**config.mk**
```make
export PLATFORM = sky130hd
export DESIGN_NAME = static_linked_list_engine_top
export DESIGN_NICKNAME = d
export VERILOG_FILES = /design/src/rtl/core/sll_pkg.sv /design/src/rtl/core/static_linked_list_engine_top.sv /design/src/rtl/core/sll_store.sv
export SDC_FILE = /design/constraint.sdc
export NUM_CORES = 1
export LEC_CHECK = 0
export BUFFER_PORTS_ARGS = -buffer_cell sky130_fd_sc_hd__clkbuf_2
export CORE_AREA = 4 4 234 179
export DETAILED_ROUTE_END_ITERATION = 6
export DIE_AREA = 0 0 238 183
export PLACE_DENSITY_LB_ADDON = 0.12
export SYNTH_ARGS = -nofsm -noshare
export SYNTH_HDL_FRONTEND = slang
export SYNTH_SLANG_ARGS = --single-unit
```
**constraint.sdc**
```tcl
create_clock -name clock -period 3.8 [get_ports clock]
set_input_delay 0.19 -clock clock [delete_from_list [all_inputs] [get_ports clock]]
set_output_delay 0.19 -clock clock [all_outputs]
set_load 0.05 [all_outputs]
```
**src/rtl/core/sll_pkg.sv**
```systemverilog
// Shared types, codes and constants of the static linked list engine.
package sll_pkg;

   localparam int SLOTS_DEF = 8;
   localparam int VALUE_W   = 32;
   localparam int KIND_W    = 3;
   localparam int POS_W     = 3;
   localparam int STATUS_W  = 2;
   localparam int SLOT_W    = 3;
   localparam int LENGTH_W  = 3;
   localparam int CFG_W     = 3;

   typedef logic [KIND_W-1:0]          kind_type;
   typedef logic [POS_W-1:0]           pos_type;
   typedef logic signed [VALUE_W-1:0]  value_type;
   typedef logic [STATUS_W-1:0]        status_type;
   typedef logic [SLOT_W-1:0]          slot_type;
   typedef logic [LENGTH_W-1:0]        length_type;
   typedef logic [CFG_W-1:0]           cfg_type;

   localparam kind_type KIND_INIT   = 3'd0;
   localparam kind_type KIND_INSERT = 3'd1;
   localparam kind_type KIND_DELETE = 3'd2;
   localparam kind_type KIND_FIND   = 3'd3;
   localparam kind_type KIND_AMEND  = 3'd4;

   localparam status_type STAT_OK        = 2'd0;
   localparam status_type STAT_NOT_FOUND = 2'd1;
   localparam status_type STAT_FULL      = 2'd2;
   localparam status_type STAT_BAD_POS   = 2'd3;

   typedef enum logic [2:0] {
      S_IDLE,
      S_SWEEP,
      S_INS_FREE,
      S_INS_WALK,
      S_INS_LINK,
      S_SRCH_HEAD,
      S_SRCH,
      S_DEL_FREE
   } state_type;

endpackage

```
**src/rtl/core/static_linked_list_engine_top.sv**
```systemverilog
// Static linked list engine top level: operation sequencer over the slot store.
//
//  channel  ports                                           handshake
//  -------  ----------------------------------------------  ------------------------------
//  request  req_kind, req_position, req_value, req_new_value word taken when start && !busy
//  result   rsp_status, rsp_slot, rsp_length                 word on rsp_valid, one cycle
//  csr      csr_data                                         written when csr_valid && csr_ready
//
//  One link step per cycle through the store's read port sets the time per word.
//  Init sweeps every slot. Insert walks to the position and links in the free head slot.
//  Find/amend/delete walk the list. Bad position, full store, unknown kind: result next cycle.
//  After reset the block is busy sweeping the store to rebuild the free chain; csr words
//  are taken throughout. Results cannot be stalled; busy holds off new words.
module static_linked_list_engine_top #(
   parameter int SLOTS = sll_pkg::SLOTS_DEF
) (
   input  logic                 clock,
   input  logic                 reset,
   input  logic                 start,
   output logic                 busy,
   input  sll_pkg::kind_type    req_kind,
   input  sll_pkg::pos_type     req_position,
   input  sll_pkg::value_type   req_value,
   input  sll_pkg::value_type   req_new_value,
   output logic                 rsp_valid,
   output sll_pkg::status_type  rsp_status,
   output sll_pkg::slot_type    rsp_slot,
   output sll_pkg::length_type  rsp_length,
   input  logic                 csr_valid,
   output logic                 csr_ready,
   input  sll_pkg::cfg_type     csr_data
);
   import sll_pkg::*;

   localparam int AW        = $clog2(SLOTS);
   localparam int CW        = AW + 1;
   localparam int MAX_ELEMS = SLOTS - 2;

   state_type     state_ff, state_in;
   logic [AW-1:0] idx_ff, idx_in;
   logic [AW-1:0] cnt_ff, cnt_in;
   logic          report_ff, report_in;
   logic [AW-1:0] head_ff, head_in;
   logic [AW-1:0] free_head_ff, free_head_in;
   logic [AW-1:0] count_ff, count_in;
   logic [AW-1:0] cur_ff, cur_in;
   logic [AW-1:0] prev_ff, prev_in;
   logic [AW-1:0] rem_ff, rem_in;
   logic [AW-1:0] nfree_ff, nfree_in;
   kind_type      kind_ff, kind_in;
   value_type     value_ff, value_in;
   value_type     new_value_ff, new_value_in;
   cfg_type       init_len_ff;

   logic          rsp_valid_ff, rsp_valid_in;
   status_type    rsp_status_ff, rsp_status_in;
   slot_type      rsp_slot_ff, rsp_slot_in;
   length_type    rsp_length_ff, rsp_length_in;

   logic [AW-1:0] rd_addr;
   logic [AW-1:0] link_rdata;
   value_type     val_rdata;
   logic          link_we;
   logic [AW-1:0] link_waddr;
   logic [AW-1:0] link_wdata;
   logic          val_we;
   logic [AW-1:0] val_waddr;
   value_type     val_wdata;

   logic [AW-1:0] preload_cnt;
   logic [CW-1:0] sweep_end;
   logic [CW-1:0] idx_ext;
   logic [CW-1:0] pos_ext;

   sll_store #(
      .SLOTS(SLOTS)
   ) u_store (
      .clock      (clock),
      .raddr      (rd_addr),
      .link_rdata (link_rdata),
      .val_rdata  (val_rdata),
      .link_we    (link_we),
      .link_waddr (link_waddr),
      .link_wdata (link_wdata),
      .val_we     (val_we),
      .val_waddr  (val_waddr),
      .val_wdata  (val_wdata)
   );

   assign preload_cnt = (int'(init_len_ff) > MAX_ELEMS) ? AW'(MAX_ELEMS) : AW'(init_len_ff);
   assign sweep_end   = CW'(cnt_ff) + CW'(1);
   assign idx_ext     = CW'(idx_ff);
   assign pos_ext     = CW'(req_position);

   always_ff @(posedge clock) begin
      if (reset) begin
         state_ff      <= S_SWEEP;
         idx_ff        <= '0;
         cnt_ff        <= '0;
         report_ff     <= 1'b0;
         head_ff       <= AW'(1);
         free_head_ff  <= AW'(2);
         count_ff      <= '0;
         rsp_valid_ff  <= 1'b0;
         init_len_ff   <= '0;
      end else begin
         state_ff      <= state_in;
         idx_ff        <= idx_in;
         cnt_ff        <= cnt_in;
         report_ff     <= report_in;
         head_ff       <= head_in;
         free_head_ff  <= free_head_in;
         count_ff      <= count_in;
         rsp_valid_ff  <= rsp_valid_in;
         if (csr_valid && csr_ready) begin
            init_len_ff <= csr_data;
         end
      end
   end

   always_ff @(posedge clock) begin
      cur_ff        <= cur_in;
      prev_ff       <= prev_in;
      rem_ff        <= rem_in;
      nfree_ff      <= nfree_in;
      kind_ff       <= kind_in;
      value_ff      <= value_in;
      new_value_ff  <= new_value_in;
      rsp_status_ff <= rsp_status_in;
      rsp_slot_ff   <= rsp_slot_in;
      rsp_length_ff <= rsp_length_in;
   end

   always_comb begin
      state_in      = state_ff;
      idx_in        = idx_ff;
      cnt_in        = cnt_ff;
      report_in     = report_ff;
      head_in       = head_ff;
      free_head_in  = free_head_ff;
      count_in      = count_ff;
      cur_in        = cur_ff;
      prev_in       = prev_ff;
      rem_in        = rem_ff;
      nfree_in      = nfree_ff;
      kind_in       = kind_ff;
      value_in      = value_ff;
      new_value_in  = new_value_ff;
      rsp_valid_in  = 1'b0;
      rsp_status_in = rsp_status_ff;
      rsp_slot_in   = rsp_slot_ff;
      rsp_length_in = rsp_length_ff;
      rd_addr       = cur_ff;
      link_we       = 1'b0;
      link_waddr    = cur_ff;
      link_wdata    = free_head_ff;
      val_we        = 1'b0;
      val_waddr     = cur_ff;
      val_wdata     = new_value_ff;

      case (state_ff)
         S_IDLE: begin
            if (start) begin
               kind_in      = req_kind;
               value_in     = req_value;
               new_value_in = req_new_value;
               case (req_kind)
                  KIND_INIT: begin
                     cnt_in       = preload_cnt;
                     idx_in       = '0;
                     report_in    = 1'b1;
                     head_in      = AW'(1);
                     free_head_in = (int'(preload_cnt) + 2 < SLOTS) ?
                                    AW'(int'(preload_cnt) + 2) : '0;
                     count_in     = preload_cnt;
                     state_in     = S_SWEEP;
                  end
                  KIND_INSERT: begin
                     if (pos_ext == '0 || pos_ext > CW'(count_ff) + CW'(1)) begin
                        rsp_valid_in  = 1'b1;
                        rsp_status_in = STAT_BAD_POS;
                        rsp_slot_in   = '0;
                        rsp_length_in = LENGTH_W'(count_ff);
                     end else if (free_head_ff == '0) begin
                        rsp_valid_in  = 1'b1;
                        rsp_status_in = STAT_FULL;
                        rsp_slot_in   = '0;
                        rsp_length_in = LENGTH_W'(count_ff);
                     end else begin
                        rd_addr  = free_head_ff;
                        rem_in   = AW'(req_position - POS_W'(1));
                        state_in = S_INS_FREE;
                     end
                  end
                  KIND_DELETE, KIND_FIND, KIND_AMEND: begin
                     if (count_ff == '0) begin
                        rsp_valid_in  = 1'b1;
                        rsp_status_in = STAT_NOT_FOUND;
                        rsp_slot_in   = '0;
                        rsp_length_in = LENGTH_W'(count_ff);
                     end else begin
                        rd_addr  = head_ff;
                        state_in = S_SRCH_HEAD;
                     end
                  end
                  default: begin
                     rsp_valid_in  = 1'b1;
                     rsp_status_in = STAT_OK;
                     rsp_slot_in   = '0;
                     rsp_length_in = LENGTH_W'(count_ff);
                  end
               endcase
            end
         end
         S_SWEEP: begin
            // element chain head -> 2 -> .. -> cnt+1, free chain from cnt+2 on
            link_we    = 1'b1;
            link_waddr = idx_ff;
            if (idx_ext == sweep_end || idx_ff == AW'(SLOTS - 1)) begin
               link_wdata = '0;
            end else begin
               link_wdata = idx_ff + AW'(1);
            end
            val_we    = (idx_ext >= CW'(2)) && (idx_ext <= sweep_end);
            val_waddr = idx_ff;
            val_wdata = VALUE_W'(idx_ff) - VALUE_W'(2);
            if (idx_ff == AW'(SLOTS - 1)) begin
               state_in = S_IDLE;
               if (report_ff) begin
                  rsp_valid_in  = 1'b1;
                  rsp_status_in = STAT_OK;
                  rsp_slot_in   = SLOT_W'(head_ff);
                  rsp_length_in = LENGTH_W'(count_ff);
               end
            end else begin
               idx_in = idx_ff + AW'(1);
            end
         end
         S_INS_FREE: begin
            nfree_in = link_rdata;
            rd_addr  = head_ff;
            cur_in   = head_ff;
            state_in = S_INS_WALK;
         end
         S_INS_WALK: begin
            if (rem_ff == '0) begin
               link_we    = 1'b1;
               link_waddr = free_head_ff;
               link_wdata = link_rdata;
               val_we     = 1'b1;
               val_waddr  = free_head_ff;
               val_wdata  = value_ff;
               state_in   = S_INS_LINK;
            end else begin
               cur_in  = link_rdata;
               rd_addr = link_rdata;
               rem_in  = rem_ff - AW'(1);
            end
         end
         S_INS_LINK: begin
            link_we       = 1'b1;
            link_waddr    = cur_ff;
            link_wdata    = free_head_ff;
            free_head_in  = nfree_ff;
            count_in      = count_ff + AW'(1);
            rsp_valid_in  = 1'b1;
            rsp_status_in = STAT_OK;
            rsp_slot_in   = SLOT_W'(free_head_ff);
            rsp_length_in = LENGTH_W'(count_ff + AW'(1));
            state_in      = S_IDLE;
         end
         S_SRCH_HEAD: begin
            if (link_rdata == '0) begin
               rsp_valid_in  = 1'b1;
               rsp_status_in = STAT_NOT_FOUND;
               rsp_slot_in   = '0;
               rsp_length_in = LENGTH_W'(count_ff);
               state_in      = S_IDLE;
            end else begin
               prev_in  = head_ff;
               cur_in   = link_rdata;
               rd_addr  = link_rdata;
               rem_in   = count_ff - AW'(1);
               state_in = S_SRCH;
            end
         end
         S_SRCH: begin
            if (val_rdata == value_ff) begin
               if (kind_ff == KIND_DELETE) begin
                  link_we    = 1'b1;
                  link_waddr = prev_ff;
                  link_wdata = link_rdata;
                  state_in   = S_DEL_FREE;
               end else begin
                  if (kind_ff == KIND_AMEND) begin
                     val_we    = 1'b1;
                     val_waddr = cur_ff;
                     val_wdata = new_value_ff;
                  end
                  rsp_valid_in  = 1'b1;
                  rsp_status_in = STAT_OK;
                  rsp_slot_in   = SLOT_W'(cur_ff);
                  rsp_length_in = LENGTH_W'(count_ff);
                  state_in      = S_IDLE;
               end
            end else if (rem_ff == '0 || link_rdata == '0) begin
               rsp_valid_in  = 1'b1;
               rsp_status_in = STAT_NOT_FOUND;
               rsp_slot_in   = '0;
               rsp_length_in = LENGTH_W'(count_ff);
               state_in      = S_IDLE;
            end else begin
               prev_in = cur_ff;
               cur_in  = link_rdata;
               rd_addr = link_rdata;
               rem_in  = rem_ff - AW'(1);
            end
         end
         S_DEL_FREE: begin
            // freed slot goes to the front of the free chain
            link_we       = 1'b1;
            link_waddr    = cur_ff;
            link_wdata    = free_head_ff;
            free_head_in  = cur_ff;
            count_in      = count_ff - AW'(1);
            rsp_valid_in  = 1'b1;
            rsp_status_in = STAT_OK;
            rsp_slot_in   = SLOT_W'(cur_ff);
            rsp_length_in = LENGTH_W'(count_ff - AW'(1));
            state_in      = S_IDLE;
         end
         default: begin
            state_in = S_IDLE;
         end
      endcase
   end

   assign busy       = (state_ff != S_IDLE);
   assign csr_ready  = 1'b1;
   assign rsp_valid  = rsp_valid_ff;
   assign rsp_status = rsp_status_ff;
   assign rsp_slot   = rsp_slot_ff;
   assign rsp_length = rsp_length_ff;

   a_accept_progress: assert property (@(posedge clock) disable iff (reset)
      (start && !busy) |=> (busy || rsp_valid))
      else $error("accepted word neither in work nor answered");

   a_head_not_free: assert property (@(posedge clock) disable iff (reset)
      (state_ff == S_IDLE) |-> (free_head_ff != head_ff))
      else $error("head slot on the free chain");

   a_full_matches_count: assert property (@(posedge clock) disable iff (reset)
      (state_ff == S_IDLE) |-> ((free_head_ff == '0) == (count_ff == AW'(MAX_ELEMS))))
      else $error("free chain and element count disagree");

   a_count_bound: assert property (@(posedge clock) disable iff (reset)
      (state_ff == S_IDLE) |-> (int'(count_ff) <= MAX_ELEMS))
      else $error("element count beyond store capacity");

endmodule

```
**src/rtl/core/sll_store.sv**
```systemverilog
// Slot store: link memory and value memory, one shared read address, registered reads.
module sll_store #(
   parameter int SLOTS = sll_pkg::SLOTS_DEF
) (
   input  logic                        clock,
   input  logic [$clog2(SLOTS)-1:0]    raddr,
   output logic [$clog2(SLOTS)-1:0]    link_rdata,
   output sll_pkg::value_type          val_rdata,
   input  logic                        link_we,
   input  logic [$clog2(SLOTS)-1:0]    link_waddr,
   input  logic [$clog2(SLOTS)-1:0]    link_wdata,
   input  logic                        val_we,
   input  logic [$clog2(SLOTS)-1:0]    val_waddr,
   input  sll_pkg::value_type          val_wdata
);
   import sll_pkg::*;

   localparam int AW = $clog2(SLOTS);

   logic [AW-1:0] link_mem [SLOTS];
   value_type     val_mem  [SLOTS];
   logic [AW-1:0] link_rd_ff;
   value_type     val_rd_ff;

   always_ff @(posedge clock) begin
      if (link_we) begin
         link_mem[link_waddr] <= link_wdata;
      end
      link_rd_ff <= link_mem[raddr];
   end

   always_ff @(posedge clock) begin
      if (val_we) begin
         val_mem[val_waddr] <= val_wdata;
      end
      val_rd_ff <= val_mem[raddr];
   end

   assign link_rdata = link_rd_ff;
   assign val_rdata  = val_rd_ff;

endmodule
```
* Yosys cells after proc, flatten, opt, wreduce, memory -nomap -nowiden *
Memories as Yosys holds them, arrays and structs flattened. A register that Yosys moved wholly into a read port is not among the register bits.
Cells that the tools add are included.

word-level totals
  bits in registers = 107
  bits in writable memories = 280
  input bits = 77
  output and inout port bits = 11
  memories kept = 2

memory list
  name              words  bits a word  rd ports  clocked after Yosys merged registers in  write ports  RTL line         text
  u_store.val_mem   8      32           1         1                                        1            sll_store.sv:21  value_type val_mem [SLOTS];
  u_store.link_mem  8      3            1         1                                        1            sll_store.sv:20  logic [AW-1:0] link_mem [SLOTS];

operators by class
  add/subtract/negate cells = 9
  order comparisons = 5
  equal/unequal tests = 39
  multiplexer cells = 119
  reduce and logical (&&, ||, !) cells = 31

operators with widths
  cell                 number
  $mux 3               64
  $pmux 32 s2          1
  $pmux 3 s3           7
  $pmux 3 s6           2
  $eq 32x32->1         1
  $lt 32x5->1 const B  1
  $mux 32              1
  $ne 2x2->1 const B   13
  $pmux 3 s2           4
  $pmux 3 s4           2
  $eq 3x3->1 const B   7
  $pmux 3 s7           1
  $mux 1               20
  $mux 2               10
  $reduce_and 10->1    2
  $logic_not 3->1      6
  $ne 3x3->1 const B   6
  $eq 3x2->1 const B   5
  $pmux 3 s5           1
  $pmux 2 s5           1
  $pmux 1 s3           3
  $reduce_and 9->1     1
  $sub 3x1->3 const B  3
  $add 3x1->4 const B  2
  28 further kinds     39

* Depth between registers and ports, before layout *
  depth in word-level cells = 8
  gate-level depth with buffers = 15
  depth with buffers taken out = 13

* Hierarchy *
A second synthesis with hierarchy kept.

second synthesis, totals
  cell total of the unflattened synthesis = 985
  area, all modules = 17264.1 µm²

modules (own cells, without submodules)
  module                         times used  cells each  area each (µm²)
  sll_store                      1           466         11594.9
  static_linked_list_engine_top  1           519         5669.2

* Least setup slack after synthesis *
Ideal clock, no wire load.

  path type = reg-to-reg
  start point = register rem_ff[1]
  end point = memory u_store.val_mem[1][0] (netlist name) (enable)
  data arrival time = 3419 ps
  required time = 3379 ps
  setup slack = -40 ps
  cell stages (with the launch flop) = 9
  period minus slack after synthesis = 3840 ps
  cells stage by stage = edfxtp_1 > or3_1 > buf_2 > nor3_1 > nor2_1 > clkbuf_1 > a21oi_1 > nand2_1 > nor2_1

between the ends
  word-level cells in the longest chain between the ends = 5
  elaborated cells on any way between the ends = 7
  classes of those cells = mux (6); reduce/logical (1)

ends and longest elaborated chain
  item                          RTL line                              text
  from (decl)                   static_linked_list_engine_top.sv:48   logic [AW-1:0] rem_ff, rem_in;
  from (signal assigned)        static_linked_list_engine_top.sv:124  rem_ff <= rem_in;
  $logic_not 3->1 *             static_linked_list_engine_top.sv:246  if (rem_ff == '0) begin
  $mux 1                        static_linked_list_engine_top.sv:246
  $pmux 1 s3                    static_linked_list_engine_top.sv:161  case (state_ff)
  $mux 1                        sll_store.sv:33                       if (val_we) begin
  $mux 1 (not written as such)  sll_store.sv:34                       val_mem[val_waddr] <= val_wdata;
  to (decl)                     sll_store.sv:21

Mark *: on every way between the ends. The rest lies on a longest branch, timed or not.

* Final worst setup path *
  start point = register value_ff[7]
  end point = memory u_store.val_mem[1][4] (netlist name) (enable)

between the ends
  word-level cells in the longest chain between the ends = 5

ends and longest elaborated chain
  item                          RTL line                              text
  from (decl)                   static_linked_list_engine_top.sv:51   value_type value_ff, value_in;
  from (signal assigned)        static_linked_list_engine_top.sv:127  value_ff <= value_in;
  $eq 32x32->1                  static_linked_list_engine_top.sv:288  if (val_rdata == value_ff) begin
  $mux 1                        static_linked_list_engine_top.sv:288
  $pmux 1 s3                    static_linked_list_engine_top.sv:161
  $mux 1                        sll_store.sv:33
  $mux 1 (not written as such)  sll_store.sv:34

Every way passes these cells.

==> impl_metrics.py <==
metrics = {
    "global_route": {
        "globalRouteOverflowTotal": 0,
        "grt_pass1_vias": 10500,
        "antenna_found_initial": 0,
        "grt_pass1_wl_mm": 64.5,
        "grt_max_degree": 52,
        "track_usage_pct": 19.4,
    },
    "setup_path": {
        "critPathKind": "reg -> reg",
        "start_kind": "flip-flop",
        "critPathMaxFanout": 7,
        "worstPathArrival_ns": 3.80,
        "endpoint_kind": "flip-flop",
        "crit_required_ns": 4.04,
    },
    "final_layout": {
        "syn_to_final_growth_pct": 22.2,
        "drive_gt1_share_pct": 20.1,
        "insertedDiodeCount": 0,
        "nNetsFinal": 1464,
    },
    "placed_design": {
        "finalWeightedCongestion": 0.922,
        "portBuffers": 86,
        "dp_hpwl_mm": 27.9,
        "preCtsSetupSlack_ns": 0.134,
    },
    "route": {
        "viasPerCell": 5.44,
        "firstDrtPassIters": 7,
        "vias": 10500,
        "wl_mm": 42.6,
        "ant_nets": 0,
        "drt_first_iter_violations": 880,
        "route.detailed.drc": 0,
        "wl_per_cell_um": 22.2,
    },
    "floorplan": {
        "chipWidth_um": 238,
        "die_y_um": 183,
        "dieArea_mm2": 0.0436,
        "start_util_pct": 44.9,
        "fp-row-count": 63,
        "core_mm2": 0.0393,
        "io_pins": 88,
    },
    "pwr": {
        "switching_share_pct": 21.9,
        "peakVddDrop_mv": 0.357,
        "internal-power_uw": 7820,
        "seqPwrFrac_pct": 53.3,
        "p_per_area_mw_per_mm2": 464,
        "combPwrFrac_pct": 6.8,
        "leakagePower_uw": 0.00820,
        "p_clk_share_pct": 39.9,
        "p_sw_uw": 2190,
    },
    "timing": {
        "fin_setup_tns_ns": 0,
        "setup_violations": 0,
        "hold_violations": 0,
        "tightest_slew_ns": 0.733,
        "whs_ns": 0.0582,
        "skew_ns": 0.0251,
        "slew_violations": 0,
        "relSlewSlack_pct": 51.2,
        "rsz0062_at_grt": "false",
        "setup_ws_ns": 0.237,
        "post-route-period-util_pct": 93.8,
        "min_period_ns": 3.56,
        "max_freq_mhz": 281,
    },
    "synth": {
        "ys_ff_latch": 422,
        "synth_warnings": 0,
        "ys_async_sr_fraction_pct": 0,
        "syn-cell-area_mm2": 0.0176,
        "synthFlopType": "edfxtp_1",
        "synth.distinct_cells": 66,
        "synth-edff-count": 367,
        "synth_area_per_cell_um2": 15.5,
        "syn_nets": 1233,
        "syn-instance-count": 1139,
        "synth_seq_area_share_pct": 68.7,
    },
    "run": {
        "cap_viol_max_count": 0,
    },
    "run_status": {
        "status": "finished clean",
    },
    "cts": {
        "cts_tree": "yes",
        "htreeDepth": 2,
        "clock_latency_ns": 0.55,
        "cts.sinks": 422,
        "cts_root_buf": "clkbuf_16",
        "post_cts_buffers": 0,
        "cts_buffer_depth": 3,
        "cts_buffers": 43,
        "clk_pin_slew_worst_paths_ns": 0.06,
    },
    "min_path": {
        "hp-class": "in -> reg",
    },
}
## per-layer routing
layer	track usage, %	vias up	part of all wire, %
met3	4.36	51	6.5
met2	28.1	310	43
met5	0	-	0
met4	4.13	0	1.6
li1	-	4885	-
met1	30.0	5224	49
## stage by stage
stage / total power [uW] / instance area [um^2] / util [%] / cells
6_report: 10000 / 21600 / 54.8 / 1924
2_1_floorplan: 5750 / 17600 / - / 1139
3_3_place_gp: 6040 / 19500 / 49.6 / 1772
5_1_grt: 10400 / 21600 / 54.8 / 1924
4_1_cts: 10100 / 21600 / 54.8 / 1924
3_5_place_dp: 6050 / 19500 / 49.6 / 1772
## critical path, cell delays in order (launching register included)
cell and delay, ns:
edfxtp_1 0.47, xor2_1 0.23, nor4_2 0.32, buf_4 0.19, nand4_1 0.16, buf_4 0.19, nor2_2 0.28, buf_4 0.22
nand2_1 0.07, inv_1 0.10, a311oi_1 0.10, or2_2 0.43, nor2_4 0.23, buf_4 0.24
## cell usage after synthesis, drive strengths merged, types with 5 or more instances
library cell | number | share of area, %
o22ai | 6 | 0.21
xor2 | 34 | 1.7
nand2b | 5 | 0.18
inv | 20 | 0.43
nor3 | 14 | 0.40
mux2 | 35 | 2.2
edfxtp | 367 | 62
a221o | 30 | 1.7
nand3 | 17 | 0.51
ha | 17 | 1.2
dfxtp | 55 | 6.2
buf | 33 | 1.6
o21bai | 5 | 0.21
nor4 | 8 | 0.28
o211ai | 5 | 0.21
nor2 | 52 | 1.1
a211oi | 6 | 0.26
nor2b | 6 | 0.21
nand2 | 58 | 1.2
and3 | 5 | 0.18
o21ai | 30 | 0.87
mux2i | 219 | 12
clkbuf | 22 | 0.48
a21oi | 29 | 0.84
## power groups by stage
stage	Sequential (uW)	Clock [uW]	Combinational, uW
2_1_floorplan	5420	0	329
3_3_place_gp	5430	0	606
3_5_place_dp	5430	0	619
4_1_cts	5340	4100	681
5_1_grt	5340	4300	748
6_report	5340	3990	679
## cells in the final DEF (no fill, tap or decap), types with 7 or more instances in the layout
cell,instances
clkbuf_1,11
mux2_2,35
xor2_1,34
inv_1,18
clkbuf_2,86
buf_12,35
dfxtp_1,55
buf_4,47
dlygate4sd3_1,73
nor4_1,7
ha_1,17
edfxtp_1,367
a221o_1,30
nor3_1,13
a21oi_1,28
nand2_1,58
nand3_1,16
o21ai_0,28
nor2_1,41
nor2_4,9
mux2i_1,219
clkinv_1,14
clkbuf_16,44
## final cells by class
cell class	count	area (um^2)
clock buffers	55	1140
clock inverters	24	175
fillers	3149	17800
inverters	20	76.3
multi-input cells	642	5180
flip-flops and latches	422	12100
well taps	520	651
repair buffers	241	2210
## registers in the layout, indices dropped and copies added (netlist names), 24 cells and up
signal and cells:
new_value_ff 32, u_store.val_rdata 32, value_ff 32, u_store.link_mem 24, u_store.val_mem 256
## path summary, 6_finish.rpt
path / from / end / slack, ns / cells after the start
max: value_ff[7] / u_store.val_mem[1][4] / 0.24 / 13
max reg2reg: value_ff[7] / u_store.val_mem[1][4] / 0.24 / 13
min reg2reg: report_ff / report_ff / 0.49 / 2
min: reset / state_ff[2] / 0.06 / 2
## kinds of logic (layout without fill, tap and decap cells)
kind of cell	after synthesis	count (layout)	share of synthesized area (%)
AO/OA/AOI/OAI	152	152	6.37
XOR/XNOR	37	37	1.84
adder cells (fa/ha/maj)	17	17	1.21
buffers and inverters	75	340	2.48
flip-flops	422	422	68.7
multiplexers	254	254	14.7
other	1	1	0.0213
AND/OR/NAND/NOR	181	181	4.73
## timing repair
action | in CTS | in global routing
resized for setup | 0 | 2
hold endpoints to repair | 70 | 0
setup endpoints to repair | 0 | 31
hold buffers | 73 | 0
(Power assumes the default switching activity.)
